==> config.mk <==
export PLATFORM = sky130hd
export DESIGN_NAME = prot_queue
export DESIGN_NICKNAME = d
export VERILOG_FILES = /design/src/sv/prot_pkg.sv /design/src/sv/prot_queue.sv
export SDC_FILE = /design/constraint.sdc
export NUM_CORES = 1
export LEC_CHECK = 0
export ABC_AREA = 1
export BUFFER_PORTS_ARGS = -buffer_cell sky130_fd_sc_hd__buf_2
export CORE_MARGIN = 2
export CORE_UTILIZATION = 45
export DETAILED_ROUTE_END_ITERATION = 7
export GPL_TIMING_DRIVEN = 0
export PLACE_DENSITY = 0.7
export SLEW_MARGIN = 20
export SYNTH_ARGS = -nofsm -noshare
export SYNTH_HDL_FRONTEND = slang
export SYNTH_SLANG_ARGS = --single-unit
==> constraint.sdc <==
create_clock -name clock -period 2.1 [get_ports clock]
set_input_delay 0.315 -clock clock [delete_from_list [all_inputs] [get_ports clock]]
set_output_delay 0.315 -clock clock [all_outputs]
set_load 0.01 [all_outputs]
==> src/sv/prot_pkg.sv <==
// Shared types and constants for the polygon/rectangle overlap test.
// Used by the front end, the job queue, the back end and the top level.
// No dependencies.
package prot_pkg;

   // Default coordinate width (Q16.16 fixed point).
   localparam int COORD_BITS_DEF = 32;

   // Depth of the job queue between front and back.
   localparam int QUEUE_DEPTH = 2;

   // Control bits that travel with each edge job.
   typedef struct packed {
      logic edge_en;  // the job carries a real edge to test
      logic clear;    // a new polygon starts: clear the accumulated flags
      logic emit;     // give the result once this job is done
      logic check;    // corner-inside test is enabled
   } job_ctl_type;

   // Sequence of tests the back end runs on one edge.
   typedef enum logic [2:0] {
      STEP_LEFT   = 3'd0,
      STEP_RIGHT  = 3'd1,
      STEP_TOP    = 3'd2,
      STEP_BOTTOM = 3'd3,
      STEP_PARITY = 3'd4
   } step_type;

   // Back end sequencer states.
   typedef enum logic [2:0] {
      ST_IDLE  = 3'b001,
      ST_RUN   = 3'b010,
      ST_DRAIN = 3'b100
   } back_state_type;

   // Width of one packed job: eight doubled coordinates plus control.
   function automatic int job_width(input int coord_bits);
      return 8 * (coord_bits + 2) + $bits(job_ctl_type);
   endfunction

endpackage

==> src/sv/prot_queue.sv <==
// Short job queue between the front and back ends.
// Depends on prot_pkg for its depth.
module prot_queue #(
   parameter int WIDTH = 8
) (
   input  logic             clock,
   input  logic             reset,
   input  logic             in_valid,
   output logic             in_ready,
   input  logic [WIDTH-1:0] in_data,
   output logic             out_valid,
   input  logic             out_ready,
   output logic [WIDTH-1:0] out_data
);
   import prot_pkg::*;

   localparam int PW = (QUEUE_DEPTH > 1) ? $clog2(QUEUE_DEPTH) : 1;
   localparam int NW = $clog2(QUEUE_DEPTH + 1);

   logic [WIDTH-1:0] mem_ff [QUEUE_DEPTH];
   logic [PW-1:0]    wr_ptr_ff, rd_ptr_ff;
   logic [NW-1:0]    count_ff;
   logic             push, pop;

   assign in_ready  = count_ff != NW'(QUEUE_DEPTH);
   assign out_valid = count_ff != '0;
   assign push      = in_valid && in_ready;
   assign pop       = out_valid && out_ready;
   assign out_data  = mem_ff[rd_ptr_ff];

   always_ff @(posedge clock) begin
      if (push) begin
         mem_ff[wr_ptr_ff] <= in_data;
      end
   end

   always_ff @(posedge clock) begin
      if (reset) begin
         wr_ptr_ff <= '0;
         rd_ptr_ff <= '0;
         count_ff  <= '0;
      end else begin
         if (push) begin
            wr_ptr_ff <= (wr_ptr_ff == PW'(QUEUE_DEPTH - 1)) ? '0 : wr_ptr_ff + 1'b1;
         end
         if (pop) begin
            rd_ptr_ff <= (rd_ptr_ff == PW'(QUEUE_DEPTH - 1)) ? '0 : rd_ptr_ff + 1'b1;
         end
         count_ff <= count_ff + NW'(push) - NW'(pop);
      end
   end

endmodule

==> flow_results.xml <==
<?xml version="1.0" encoding="UTF-8"?>
<metrics>
  <group name="status">
    <metric name="status" unit="">complete, no violations</metric>
  </group>
  <group name="synthesis">
    <metric name="synth-simple-area-share" unit="%">12.1</metric>
    <metric name="synth_fp_nets" unit="">74</metric>
    <metric name="avgSynthCellArea" unit="um^2">13.7</metric>
    <metric name="main_combinational_cell_family_by_area_after_synthesis" unit="">simple AND/OR/NAND/NOR gates</metric>
    <metric name="synthXorXnorAreaFrac" unit="%">1.04</metric>
    <metric name="ys_seq_area_share" unit="%">69.3</metric>
    <metric name="post_synth_mux_area_share" unit="%">10.7</metric>
    <metric name="netlist_instances" unit="">61</metric>
    <metric name="yosys_register_bits" unit="">21</metric>
    <metric name="synth_compound_gate_area_share" unit="%">1.19</metric>
    <metric name="ys_warn_count" unit="">0</metric>
    <metric name="ys_types" unit="">16</metric>
    <metric name="post_synth_fa_ha_maj_area_fraction" unit="%">1.49</metric>
    <metric name="synthesis.area" unit="um^2">838</metric>
  </group>
  <group name="critical_path">
    <metric name="crit_path_capture_type" unit="">primary output</metric>
    <metric name="cp-start-kind" unit="">flop</metric>
    <metric name="critPathRequiredTime" unit="ns">1.78</metric>
    <metric name="max_stage_delay" unit="ns">0.36</metric>
    <metric name="critical-path-top-cell-by-count" unit="">sky130_fd_sc_hd__buf_2</metric>
    <metric name="crit_family" unit="">multiplexers</metric>
    <metric name="critical_setup_path_kind" unit="">reg -&gt; out</metric>
    <metric name="worst-path-buf-inv" unit="">2</metric>
    <metric name="slowest_stage" unit="">sky130_fd_sc_hd__mux2_2</metric>
    <metric name="crit_path_cell_trace" unit="">buf_2 -&gt; mux2_2 -&gt; buf_2</metric>
    <metric name="critical_path_peak_fanout" unit="">8</metric>
    <metric name="critical_path_data_arrival_time" unit="ns">1.30</metric>
  </group>
  <group name="power_and_ir_drop">
    <metric name="p_leak" unit="nW">0.409</metric>
    <metric name="switching_share_of_total_power" unit="%">31.9</metric>
    <metric name="p_int" unit="uW">781</metric>
    <metric name="clkPwrFrac" unit="%">16.0</metric>
    <metric name="power.density_cell_area" unit="nW/um^2">1150</metric>
    <metric name="ir_worst_vdd" unit="mV">0.748</metric>
    <metric name="total_power" unit="mW">1.15</metric>
    <metric name="power.combinational.fraction" unit="%">34.3</metric>
    <metric name="p_sw" unit="uW">365</metric>
    <metric name="power.sequential.fraction" unit="%">49.7</metric>
  </group>
  <group name="clocking">
    <metric name="post-cts-setup-buffer-count" unit="">0</metric>
    <metric name="cts.sink_count" unit="">21</metric>
    <metric name="ctsLongestPathBuffers" unit="">2</metric>
    <metric name="clk-insertion-delay-late" unit="ns">0.29</metric>
    <metric name="numCtsBuffers" unit="">3</metric>
    <metric name="cts_resized" unit="">0</metric>
    <metric name="clock_tree.htree_level_count" unit="">1</metric>
    <metric name="path_clk_slew" unit="ns">0.11</metric>
    <metric name="tritoncts" unit="">done</metric>
    <metric name="cts.hold.buffers_added" unit="">0</metric>
    <metric name="cts_root_buffer" unit="">sky130_fd_sc_hd__clkbuf_4</metric>
  </group>
  <group name="timing">
    <metric name="finalSetupTns" unit="ns">0</metric>
    <metric name="max_clock_freq" unit="GHz">0.619</metric>
    <metric name="rsz0062_at_grt" unit="">false</metric>
    <metric name="maxSlewViolCount" unit="">0</metric>
    <metric name="timing.final.setup_violations" unit="">0</metric>
    <metric name="post-route-min-period" unit="ns">1.62</metric>
    <metric name="max_slew.worst_pin.slew" unit="ns">0.682</metric>
    <metric name="number_of_failing_hold_endpoints_at_the_final_stage" unit="">0</metric>
    <metric name="final_min_period_over_clock_period" unit="%">77.0</metric>
    <metric name="finalClockSkew" unit="ns">0.00281</metric>
    <metric name="relSlewSlack" unit="%">54.3</metric>
  </group>
  <group name="die">
    <metric name="design.portCount" unit="">22</metric>
    <metric name="floorplan.die_area" unit="um^2">2220</metric>
    <metric name="chipHeight" unit="um">47.2</metric>
    <metric name="die_width" unit="um">47.2</metric>
    <metric name="floorplan.initialDensity" unit="%">48.0</metric>
    <metric name="fp.coreArea" unit="um^2">1750</metric>
    <metric name="rows" unit="">15</metric>
  </group>
  <group name="grt">
    <metric name="grt_start_max_net_pins" unit="">12</metric>
    <metric name="first_global_vias" unit="">433</metric>
    <metric name="grt_use_total" unit="%">12.0</metric>
    <metric name="grt_first_pass_wirelength" unit="um">1710</metric>
    <metric name="grt_antenna_before_repair" unit="">0</metric>
    <metric name="sum_of_overflow_across_all_layers_after_global_routing" unit="">0</metric>
  </group>
  <group name="place">
    <metric name="numPlacedInstances" unit="">107</metric>
    <metric name="placement.cell_area" unit="um^2">975</metric>
    <metric name="gp_congestion" unit="">0.690</metric>
    <metric name="io_buffers" unit="">21</metric>
    <metric name="dpl.hpwl" unit="um">928</metric>
  </group>
  <group name="routing">
    <metric name="drt_first_pass_iters" unit="">4</metric>
    <metric name="via_count" unit="">485</metric>
    <metric name="remaining_drc_errors" unit="">0</metric>
    <metric name="avgViaCountPerCell" unit="">4.37</metric>
    <metric name="average_wire_per_standard_cell" unit="um">10.7</metric>
    <metric name="total_wire_length_after_detailed_routing" unit="um">1180</metric>
    <metric name="postRouteAntennaNets" unit="">0</metric>
    <metric name="dr.first_iter.drc_count" unit="">2</metric>
  </group>
  <group name="flow_run">
    <metric name="max_cap_violations" unit="">0</metric>
  </group>
  <group name="finish">
    <metric name="core_utilization_of_the_finished_layout" unit="%">57.3</metric>
    <metric name="antennaDiodeCount" unit="">0</metric>
    <metric name="final_nets" unit="">100</metric>
    <metric name="finish.instance_area" unit="um^2">1000</metric>
    <metric name="area_delta_synth_final" unit="%">19.4</metric>
    <metric name="finish.cell_count_without_fillers" unit="">111</metric>
    <metric name="drive_above_1_share" unit="%">45.3</metric>
  </group>
  <group name="hold_path">
    <metric name="hold_path.class" unit="">in -&gt; reg</metric>
  </group>
</metrics>
==> cell families (layout without fill, tap and decap cells) <==
| logic type | Yosys count | in the layout |
|---|---|---|
| mux | 8 | 8 |
| buf+inv | 9 | 34 |
| compound gates | 2 | 2 |
| fa+ha+maj | 1 | 1 |
| flops | 21 | 21 |
| simple gates | 19 | 19 |
| xor+xnor | 1 | 1 |
==> metal layers <==
| metal | up-vias | routed length [um] | track usage [%] |
|---|---|---|---|
| met1 | 221 | 496 | 11.3 |
| li1 | 252 | - | - |
| met5 | - | 0 | 0 |
| met3 | 0 | 52 | 4.62 |
| met2 | 12 | 634 | 21.1 |
| met4 | 0 | 0 | 8.33 |
==> path summary, 6_finish.rpt <==
check / cells past startpoint / from / slack [ns] / endpoint
worst max-delay path: 3 / flop / 0.48 / out_data[1]
worst min-delay path: 2 / reset / 0.20 / count_ff[0]
worst max register to register: 4 / count_ff[0] / 0.60 / mem_ff[0][6]
worst min register to register: 2 / rd_ptr_ff / 0.52 / flop
==> power by group through the flow <==
| stage | Sequential, mW | Combinational (mW) | Clock, mW |
|---|---|---|---|
| 2_1_floorplan | 0.571 | 0.290 | 0 |
| 3_3_place_gp | 0.577 | 0.393 | 0 |
| 3_5_place_dp | 0.582 | 0.400 | 0 |
| 4_1_cts | 0.572 | 0.402 | 0.188 |
| 5_1_grt | 0.578 | 0.449 | 0.203 |
| 6_report | 0.570 | 0.393 | 0.183 |
==> worst register-to-register path, delay by kind of cell, from the launching register on <==
kind                   cells  cell delay (ns)
AND/OR/NAND/NOR            3             0.69
buffers and inverters      1             0.06
flip-flops                 1             0.39
==> through the flow <==
step                      setup WS (ns)  hold WS [ns]
after global placement            0.599         0.480
final                             0.484         0.204
after floorplan                   0.768         0.385
after CTS                         0.459         0.199
after global routing              0.417         0.192
after detailed placement          0.592         0.500
==> layout by cell type (no fill, tap or decap) <==
cell,n
sky130_fd_sc_hd__nor2_4,1
sky130_fd_sc_hd__buf_2,22
sky130_fd_sc_hd__nor2_1,6
sky130_fd_sc_hd__dfxtp_1,5
sky130_fd_sc_hd__nor2_2,2
sky130_fd_sc_hd__clkbuf_1,1
sky130_fd_sc_hd__nand2_2,1
sky130_fd_sc_hd__nand3_1,1
sky130_fd_sc_hd__ha_1,1
sky130_fd_sc_hd__clkbuf_4,3
sky130_fd_sc_hd__a21oi_1,2
sky130_fd_sc_hd__nor3_2,1
sky130_fd_sc_hd__nand2_1,6
sky130_fd_sc_hd__nand2_4,1
sky130_fd_sc_hd__edfxtp_1,16
sky130_fd_sc_hd__xnor2_1,1
sky130_fd_sc_hd__inv_1,8
sky130_fd_sc_hd__mux2_2,8
==> cells in the mapped netlist <==
cell type | instances | share of area [%]
sky130_fd_sc_hd__nand2_1 | 6 | 2.7
sky130_fd_sc_hd__inv_1 | 8 | 3.6
sky130_fd_sc_hd__nand2_2 | 1 | 0.75
sky130_fd_sc_hd__buf_2 | 1 | 0.60
sky130_fd_sc_hd__nor2_4 | 1 | 1.3
sky130_fd_sc_hd__nand2_4 | 1 | 1.3
sky130_fd_sc_hd__xnor2_1 | 1 | 1.0
sky130_fd_sc_hd__ha_1 | 1 | 1.5
sky130_fd_sc_hd__edfxtp_1 | 16 | 57
sky130_fd_sc_hd__mux2_2 | 8 | 11
sky130_fd_sc_hd__nand3_1 | 1 | 0.60
sky130_fd_sc_hd__dfxtp_1 | 5 | 12
sky130_fd_sc_hd__nor2_1 | 6 | 2.7
sky130_fd_sc_hd__nor2_2 | 2 | 1.5
sky130_fd_sc_hd__a21oi_1 | 2 | 1.2
sky130_fd_sc_hd__nor3_2 | 1 | 1.2
==> state kept, by name (all words and copies together) (netlist names), named ones only <==
name / cells
rd_ptr_ff: 1
count_ff: 2
mem_ff: 16
wr_ptr_ff: 1
==> area by class of cell <==
cell class,instances,area (um^2)
Inverter,8,30.0
Clock buffer,4,26.3
Fill cell,162,744
Timing Repair Buffer,21,105
Sequential cell,21,581
Buffer,1,5.00
Multi-Input combinational cell,31,223
Tap cell,25,31.3
Note: power is estimated with default switching activity, not from simulation.
