==> src/sv/prot_pkg.sv <==
// Shared types and constants for the polygon/rectangle overlap test.
// Used by the front end, the job queue, the back end and the top level.
// No dependencies.
package prot_pkg;

   // Default coordinate width (Q16.16 fixed point).
   localparam int COORD_BITS_DEF = 32;

   // Depth of the job queue between front and back.
   localparam int QUEUE_DEPTH = 2;

   // Control bits that travel with each edge job.
   typedef struct packed {
      logic edge_en;  // the job carries a real edge to test
      logic clear;    // a new polygon starts: clear the accumulated flags
      logic emit;     // give the result once this job is done
      logic check;    // corner-inside test is enabled
   } job_ctl_type;

   // Sequence of tests the back end runs on one edge.
   typedef enum logic [2:0] {
      STEP_LEFT   = 3'd0,
      STEP_RIGHT  = 3'd1,
      STEP_TOP    = 3'd2,
      STEP_BOTTOM = 3'd3,
      STEP_PARITY = 3'd4
   } step_type;

   // Back end sequencer states.
   typedef enum logic [2:0] {
      ST_IDLE  = 3'b001,
      ST_RUN   = 3'b010,
      ST_DRAIN = 3'b100
   } back_state_type;

   // Width of one packed job: eight doubled coordinates plus control.
   function automatic int job_width(input int coord_bits);
      return 8 * (coord_bits + 2) + $bits(job_ctl_type);
   endfunction

endpackage

==> src/sv/prot_front.sv <==
// Front end: accepts vertex beats, latches per-polygon state and turns each
// vertex into an edge job, plus a closing edge job for the last vertex. Depends on prot_pkg.
module prot_front #(
   parameter int COORD_BITS = prot_pkg::COORD_BITS_DEF
) (
   input  logic                           clock,
   input  logic                           reset,
   input  logic                           req_tvalid,
   output logic                           req_tready,
   input  logic [8*COORD_BITS-1:0]        req_tdata,
   input  logic                           req_tuser,
   input  logic                           req_tlast,
   output logic                           job_valid,
   input  logic                           job_ready,
   output logic [prot_pkg::job_width(COORD_BITS)-1:0] job_data
);
   import prot_pkg::*;

   localparam int C  = COORD_BITS;
   localparam int CW = COORD_BITS + 2;

   logic signed [C-1:0] in_vx, in_vy, in_ox, in_oy, in_cx, in_cy;
   logic [C-2:0]        in_w, in_h;
   logic                in_chk;
   logic                accept;

   logic signed [C-1:0] start_x_ff, start_y_ff, prev_x_ff, prev_y_ff;
   logic signed [C-1:0] off_x_ff, off_y_ff, cx_ff, cy_ff;
   logic [C-2:0]        w_ff, h_ff;
   logic                check_ff;
   logic signed [C-1:0] pa_x_ff, pa_y_ff, pv_x_ff, pv_y_ff;
   logic                pfirst_ff, pend_a_ff, pend_b_ff;
   logic                pend_a_in, pend_b_in;

   logic signed [C-1:0]  ax, ay, bx, by;
   logic signed [CW-1:0] sum_x1, sum_y1, sum_x2, sum_y2;
   logic signed [CW-1:0] x1, y1, x2, y2, cx2, cy2, wd, hd, l, r, t, b;
   job_ctl_type          ctl;

   assign in_vx  = req_tdata[C-1:0];
   assign in_vy  = req_tdata[2*C-1:C];
   assign in_ox  = req_tdata[3*C-1:2*C];
   assign in_oy  = req_tdata[4*C-1:3*C];
   assign in_cx  = req_tdata[5*C-1:4*C];
   assign in_cy  = req_tdata[6*C-1:5*C];
   assign in_w   = req_tdata[7*C-2:6*C];
   assign in_h   = req_tdata[8*C-3:7*C-1];
   assign in_chk = req_tdata[8*C-2];

   assign req_tready = !pend_a_ff && !pend_b_ff;
   assign accept     = req_tvalid && req_tready;

   // Held polygon state and the pending vertex.
   always_ff @(posedge clock) begin
      if (reset) begin
         start_x_ff <= '0;
         start_y_ff <= '0;
         prev_x_ff  <= '0;
         prev_y_ff  <= '0;
         off_x_ff   <= '0;
         off_y_ff   <= '0;
         cx_ff      <= '0;
         cy_ff      <= '0;
         w_ff       <= '0;
         h_ff       <= '0;
         check_ff   <= 1'b0;
      end else if (accept) begin
         prev_x_ff <= in_vx;
         prev_y_ff <= in_vy;
         if (req_tuser) begin
            start_x_ff <= in_vx;
            start_y_ff <= in_vy;
            off_x_ff   <= in_ox;
            off_y_ff   <= in_oy;
            cx_ff      <= in_cx;
            cy_ff      <= in_cy;
            w_ff       <= in_w;
            h_ff       <= in_h;
            check_ff   <= in_chk;
         end
      end
   end

   always_ff @(posedge clock) begin
      if (accept) begin
         pa_x_ff   <= prev_x_ff;
         pa_y_ff   <= prev_y_ff;
         pv_x_ff   <= in_vx;
         pv_y_ff   <= in_vy;
         pfirst_ff <= req_tuser;
      end
   end

   always_comb begin
      pend_a_in = pend_a_ff;
      pend_b_in = pend_b_ff;
      if (accept) begin
         pend_a_in = 1'b1;
         pend_b_in = req_tlast;
      end else if (job_ready && pend_a_ff) begin
         pend_a_in = 1'b0;
      end else if (job_ready && pend_b_ff) begin
         pend_b_in = 1'b0;
      end
   end

   always_ff @(posedge clock) begin
      if (reset) begin
         pend_a_ff <= 1'b0;
         pend_b_ff <= 1'b0;
      end else begin
         pend_a_ff <= pend_a_in;
         pend_b_ff <= pend_b_in;
      end
   end

   // The first job is the edge into the vertex; the second closes the polygon.
   always_comb begin
      if (pend_a_ff) begin
         ax = pa_x_ff;
         ay = pa_y_ff;
         bx = pv_x_ff;
         by = pv_y_ff;
         ctl.edge_en = !pfirst_ff;
         ctl.clear   = pfirst_ff;
         ctl.emit    = 1'b0;
      end else begin
         ax = pv_x_ff;
         ay = pv_y_ff;
         bx = start_x_ff;
         by = start_y_ff;
         ctl.edge_en = 1'b1;
         ctl.clear   = 1'b0;
         ctl.emit    = 1'b1;
      end
      ctl.check = check_ff;
   end

   // Coordinates are doubled so that centre -/+ size/2 stays an integer.
   assign sum_x1 = CW'(ax) + CW'(off_x_ff);
   assign sum_y1 = CW'(ay) + CW'(off_y_ff);
   assign sum_x2 = CW'(bx) + CW'(off_x_ff);
   assign sum_y2 = CW'(by) + CW'(off_y_ff);
   assign x1  = {sum_x1[CW-2:0], 1'b0};
   assign y1  = {sum_y1[CW-2:0], 1'b0};
   assign x2  = {sum_x2[CW-2:0], 1'b0};
   assign y2  = {sum_y2[CW-2:0], 1'b0};
   assign cx2 = {cx_ff[C-1], cx_ff, 1'b0};
   assign cy2 = {cy_ff[C-1], cy_ff, 1'b0};
   assign wd  = {3'b000, w_ff};
   assign hd  = {3'b000, h_ff};
   assign l   = cx2 - wd;
   assign r   = cx2 + wd;
   assign t   = cy2 - hd;
   assign b   = cy2 + hd;

   assign job_valid = pend_a_ff || pend_b_ff;
   assign job_data  = {ctl, b, t, r, l, y2, x2, y1, x1};

endmodule

==> config.mk <==
export PLATFORM = sky130hd
export DESIGN_NAME = prot_front
export DESIGN_NICKNAME = d
export VERILOG_FILES = /design/src/sv/prot_pkg.sv /design/src/sv/prot_front.sv
export SDC_FILE = /design/constraint.sdc
export NUM_CORES = 1
export LEC_CHECK = 0
export BUFFER_PORTS_ARGS = -buffer_cell sky130_fd_sc_hd__buf_2
export CORE_ASPECT_RATIO = 0.5
export CORE_MARGIN = 4
export CORE_UTILIZATION = 57
export DETAILED_ROUTE_END_ITERATION = 12
export GPL_TIMING_DRIVEN = 1
export HOLD_SLACK_MARGIN = 0.08
export PLACE_DENSITY_LB_ADDON = 0.15
export SLEW_MARGIN = 20
export SYNTH_ARGS = -nofsm -noshare
export SYNTH_HDL_FRONTEND = slang
export SYNTH_SLANG_ARGS = --single-unit
==> constraint.sdc <==
create_clock -name clock -period 6 [get_ports clock]
set_input_delay 0.9 -clock clock [delete_from_list [all_inputs] [get_ports clock]]
set_output_delay 0.9 -clock clock [all_outputs]
set_load 0.05 [all_outputs]
==> results.md <==
- Fraction of layout cells with a size suffix above 1: around a fifth
- Data required time of the worst path: slightly above 5 ns
- Layout Cell Area excl Fill: ~34,000 um^2
- Unrepaired setup endpoints after global routing: false
- Routed vias/inst: around 5.6
- Ports: 540
- EDFF count, synth: roughly 130
- DRT Pass-1 Iters: 8
- H-tree depth: 2
- TritonCTS clock tree: done
- GRT Total Usage: 27.9%
- RR Endpoint: h_ff[7]
- Tightest Hold Check Type: flop to flop
- F_max: 0.173 GHz
- Core box area: around 50,000 um^2
- Setup violations, final: 0
- Grt total ovfl: 0
- Post-Syn Area: around 29,000 um^2
- Synth Flop Type: dfxtp_1
- Worst setup path startpoint: pend_a_ff
- Worst-Margin Slew: 1.07 ns
- Hold path endpoint: pa_x_ff[9]
- Synth Warn #: 0
- Max_cap viols: 0
- Status: finished, final reports clean
- Num CTS Buffers: 42
- Crit path capture type: output port
- Worst-Skew Late Latency: 0.56 ns
- Root buf cell: clkbuf_16
- Post-route core utilization: 66.7%
- Routed len/inst: 17.5 um
- Placed inst area: 32,200 um^2
- Cells on Worst Hold Path: 0
- Reg2reg setup slack: between 2 and 2.5 ns
- Unique masters post-synth: 100
- Arrival @ worst endpoint: 4.89 ns
- Number of nets with antenna violations after routing: 0
- Synth Register Bits: 450
- LEAKAGE: roughly 15 nW
- Layout Area Growth over Synthesis: 15.3%
- Initial Util: 57.9%
- Switching pwr: approximately 4.1 mW
- Met2 Use GR: between 40% and 50%
- Initial antenna violation count: 19
- R2R Path Start: pend_a_ff
- Placer congestion estimate: ~0.95
- Cells after Synth: between 3,000 and 4,000
- Setup TNS: 0 ns
- Crit share post-route: around 96%
- Initial drt markers: around 1,600
- R2R depth: 8
- Max_slew headroom: between 20 and 30%
- Avg Inst Size Synth: roughly 8.3 um^2
- CP Class: flop to output port
- VDD IR-drop max: around 0.24 mV
- Tmin final: 5.79 ns
- Clock share of power: between 20 and 30%
- WHS: 0.425 ns
- Worst clock skew: 0.0141 ns
- First-pass GRT wire length: around 130,000 um
- Worst-path fanout max: 14
- WL final: just over 80,000 um
- Vias in the first global route: ~25,000
- Chip width: around 330 um
- Pwr dens: approximately 300 nW/um^2
- Final hold vios: 0
- Comb power frac: roughly two fifths
- Worst-path clk slew: about 0.070 ns
- Die ar.: between 50,000 and 60,000 um^2
- Clock Tree Buf Depth: 3
- Slew Viols, Final: 0
- Sw Share: about two fifths
- CP Launch Type: flop
- P_int: ~6 mW
- Post-CTS Hold Buffers: 0
- Nets@finish: 4,431
- Largest net degree at the start of global routing: about 180
- Sequential share of power: about a third
- Number of I/O port buffers: between 500 and 600
- Asr flop ratio synth: 0%
- Met1 GRT Util: a little over a third
- FP Rows: 58
- Die height: 168 um
- Routed via count: 26,000
- Clock Sink Count: 450
- Most Crowded Layer GR: met2
- Register area share after synthesis: 35.3%
- # DRC: 0
- GRT met3 Usage: under 10%
- Post-DP HPWL: ~59,000 um
- Hold wc startpoint: prev_x_ff[9]
## cell usage in the layout (no fill, tap or decap), types with 14 or more instances in the layout
| master | netlist | layout |
|---|---|---|
| nand2_1 | 720 | 718 |
| buf_2 | 9 | 532 |
| a21oi_1 | 520 | 519 |
| dfxtp_1 | 321 | 320 |
| ha_1 | 248 | 248 |
| nor2_1 | 172 | 172 |
| inv_1 | 167 | 166 |
| xnor2_1 | 156 | 156 |
| edfxtp_1 | 129 | 129 |
| mux2_2 | 128 | 128 |
| o21ai_0 | 105 | 105 |
| a21o_1 | 90 | 90 |
| xor2_1 | 62 | 62 |
| o21bai_1 | 57 | 57 |
| clkbuf_16 | 0 | 44 |
| nor3_1 | 40 | 40 |
| nand2b_1 | 30 | 30 |
| o21a_1 | 29 | 29 |
| a31oi_1 | 29 | 29 |
| nand3_1 | 22 | 22 |
| nor2b_1 | 20 | 20 |
| nand4_1 | 19 | 19 |
| a211oi_1 | 17 | 16 |
| diode_2 | 0 | 14 |
| o31ai_1 | 14 | 14 |
| or3_1 | 14 | 14 |
## per-stage QoR
| step | instances | power (mW) | setup WS (ns) |
|---|---|---|---|
| final | 4650 | 10.1 | 0.211 |
| after global routing | 4650 | 10.6 | 0.0514 |
| after CTS | 4635 | 10.2 | 0.0231 |
| after detailed placement | 4558 | 7.34 | 0.488 |
| after global placement | 4558 | 7.30 | 0.574 |
| after floorplan | 3515 | 6.44 | 0.0450 |
## sequential cells by signal, indices dropped and copies added (netlist names), 31 cells and up
| name | cells |
|---|---|
| off_x_ff | 32 |
| start_y_ff | 32 |
| pv_x_ff | 32 |
| w_ff | 31 |
| pv_y_ff | 32 |
| prev_x_ff | 32 |
| start_x_ff | 32 |
| off_y_ff | 32 |
| h_ff | 31 |
| pa_y_ff | 32 |
| cx_ff | 32 |
| pa_x_ff | 32 |
| prev_y_ff | 32 |
| cy_ff | 32 |
## how the worst max path moves through the flow
| stage | endpoint | slack, ns |
|---|---|---|
| floorplan | job_data[65] | 0.05 |
| global placement | job_data[65] | 0.57 |
| detailed placement | job_data[65] | 0.49 |
| CTS | job_data[65] | 0.02 |
| global route | job_data[27] | 0.05 |
| finish | job_data[29] | 0.21 |
## power groups by stage
stage | sequential, mW | clock, mW | combinational (mW)
6_report | 3.44 | 2.83 | 3.86
3_3_place_gp | 3.49 | 0 | 3.81
3_5_place_dp | 3.50 | 0 | 3.84
2_1_floorplan | 3.47 | 0 | 2.96
5_1_grt | 3.46 | 3.01 | 4.11
4_1_cts | 3.44 | 2.89 | 3.85
## metal layers
layer	part of all wire [%]	vias to the layer above
li1	-	13000
met1	43	12200
met2	49	641
met3	4.8	180
met4	3.6	8
met5	0.065	-
## cell type report
type                            instances  area, um^2
Clock inverter                         23         251
Multi-Input combinational cell       2702       17500
Antenna cell                           14        35.0
Timing Repair Buffer                  548        2860
Inverter                              169         639
Fill cell                            4405       16800
Sequential cell                       450       10300
Clock buffer                           54        1190
Tap cell                              690         863
## cell usage after synthesis (10+ instances only)
cell	count	area [um^2]
and3_1	13	81.3
xor2_1	62	543
buf_1	10	37.5
nand2_1	720	2700
a21oi_1	520	2600
o31ai_1	14	105
nand3_1	22	110
nand2b_1	30	188
or3_1	14	87.6
dfxtp_1	321	6430
xnor2_1	156	1370
o21ai_0	105	526
a31oi_1	29	181
ha_1	248	3100
o21a_1	29	218
o211ai_1	11	82.6
nor2_1	172	646
inv_1	167	627
nor2b_1	20	125
nor4_1	10	62.6
buf_4	10	75.1
clkbuf_1	163	612
edfxtp_1	129	3870
o21bai_1	57	428
mux2_2	128	1440
a21o_1	90	676
nand4_1	19	119
nor3_1	40	200
a211oi_1	17	128
## worst max-delay path: stages, from the launching register on
cell      delay, ns
dfxtp_4        0.55
mux2_2         0.38
ha_1           0.22
fa_1           0.44
a211oi_2       0.29
o21ai_1        0.14
a31oi_2        0.33
a21oi_2        0.15
a221o_2        0.48
a311o_2        0.44
o31ai_4        0.22
and2b_1        0.17
xnor2_1        0.19
buf_2          0.33
## kinds of logic (layout without fill, tap and decap cells)
| logic type | count (synthesis) | in the layout | share of synthesized area, % |
|---|---|---|---|
| adders and majority gates | 256 | 256 | 11.2 |
| and+or+nand+nor | 1097 | 1097 | 15.8 |
| AOI/OAI and AO/OA | 997 | 997 | 21.3 |
| xor gates and xnor gates | 218 | 218 | 6.54 |
| DFF | 450 | 450 | 35.3 |
| buffers and inverters | 363 | 794 | 4.86 |
| other | 1 | 18 | 0.0128 |
| muxes | 130 | 130 | 5.01 |
## what timing repair did
item	4_1_cts	5_1_grt
setup buffers	0	1
setup endpoints to repair	1	8
hold endpoints to repair	0	0
gates resized for setup	1	2
Power figures use the tool's default switching activity.
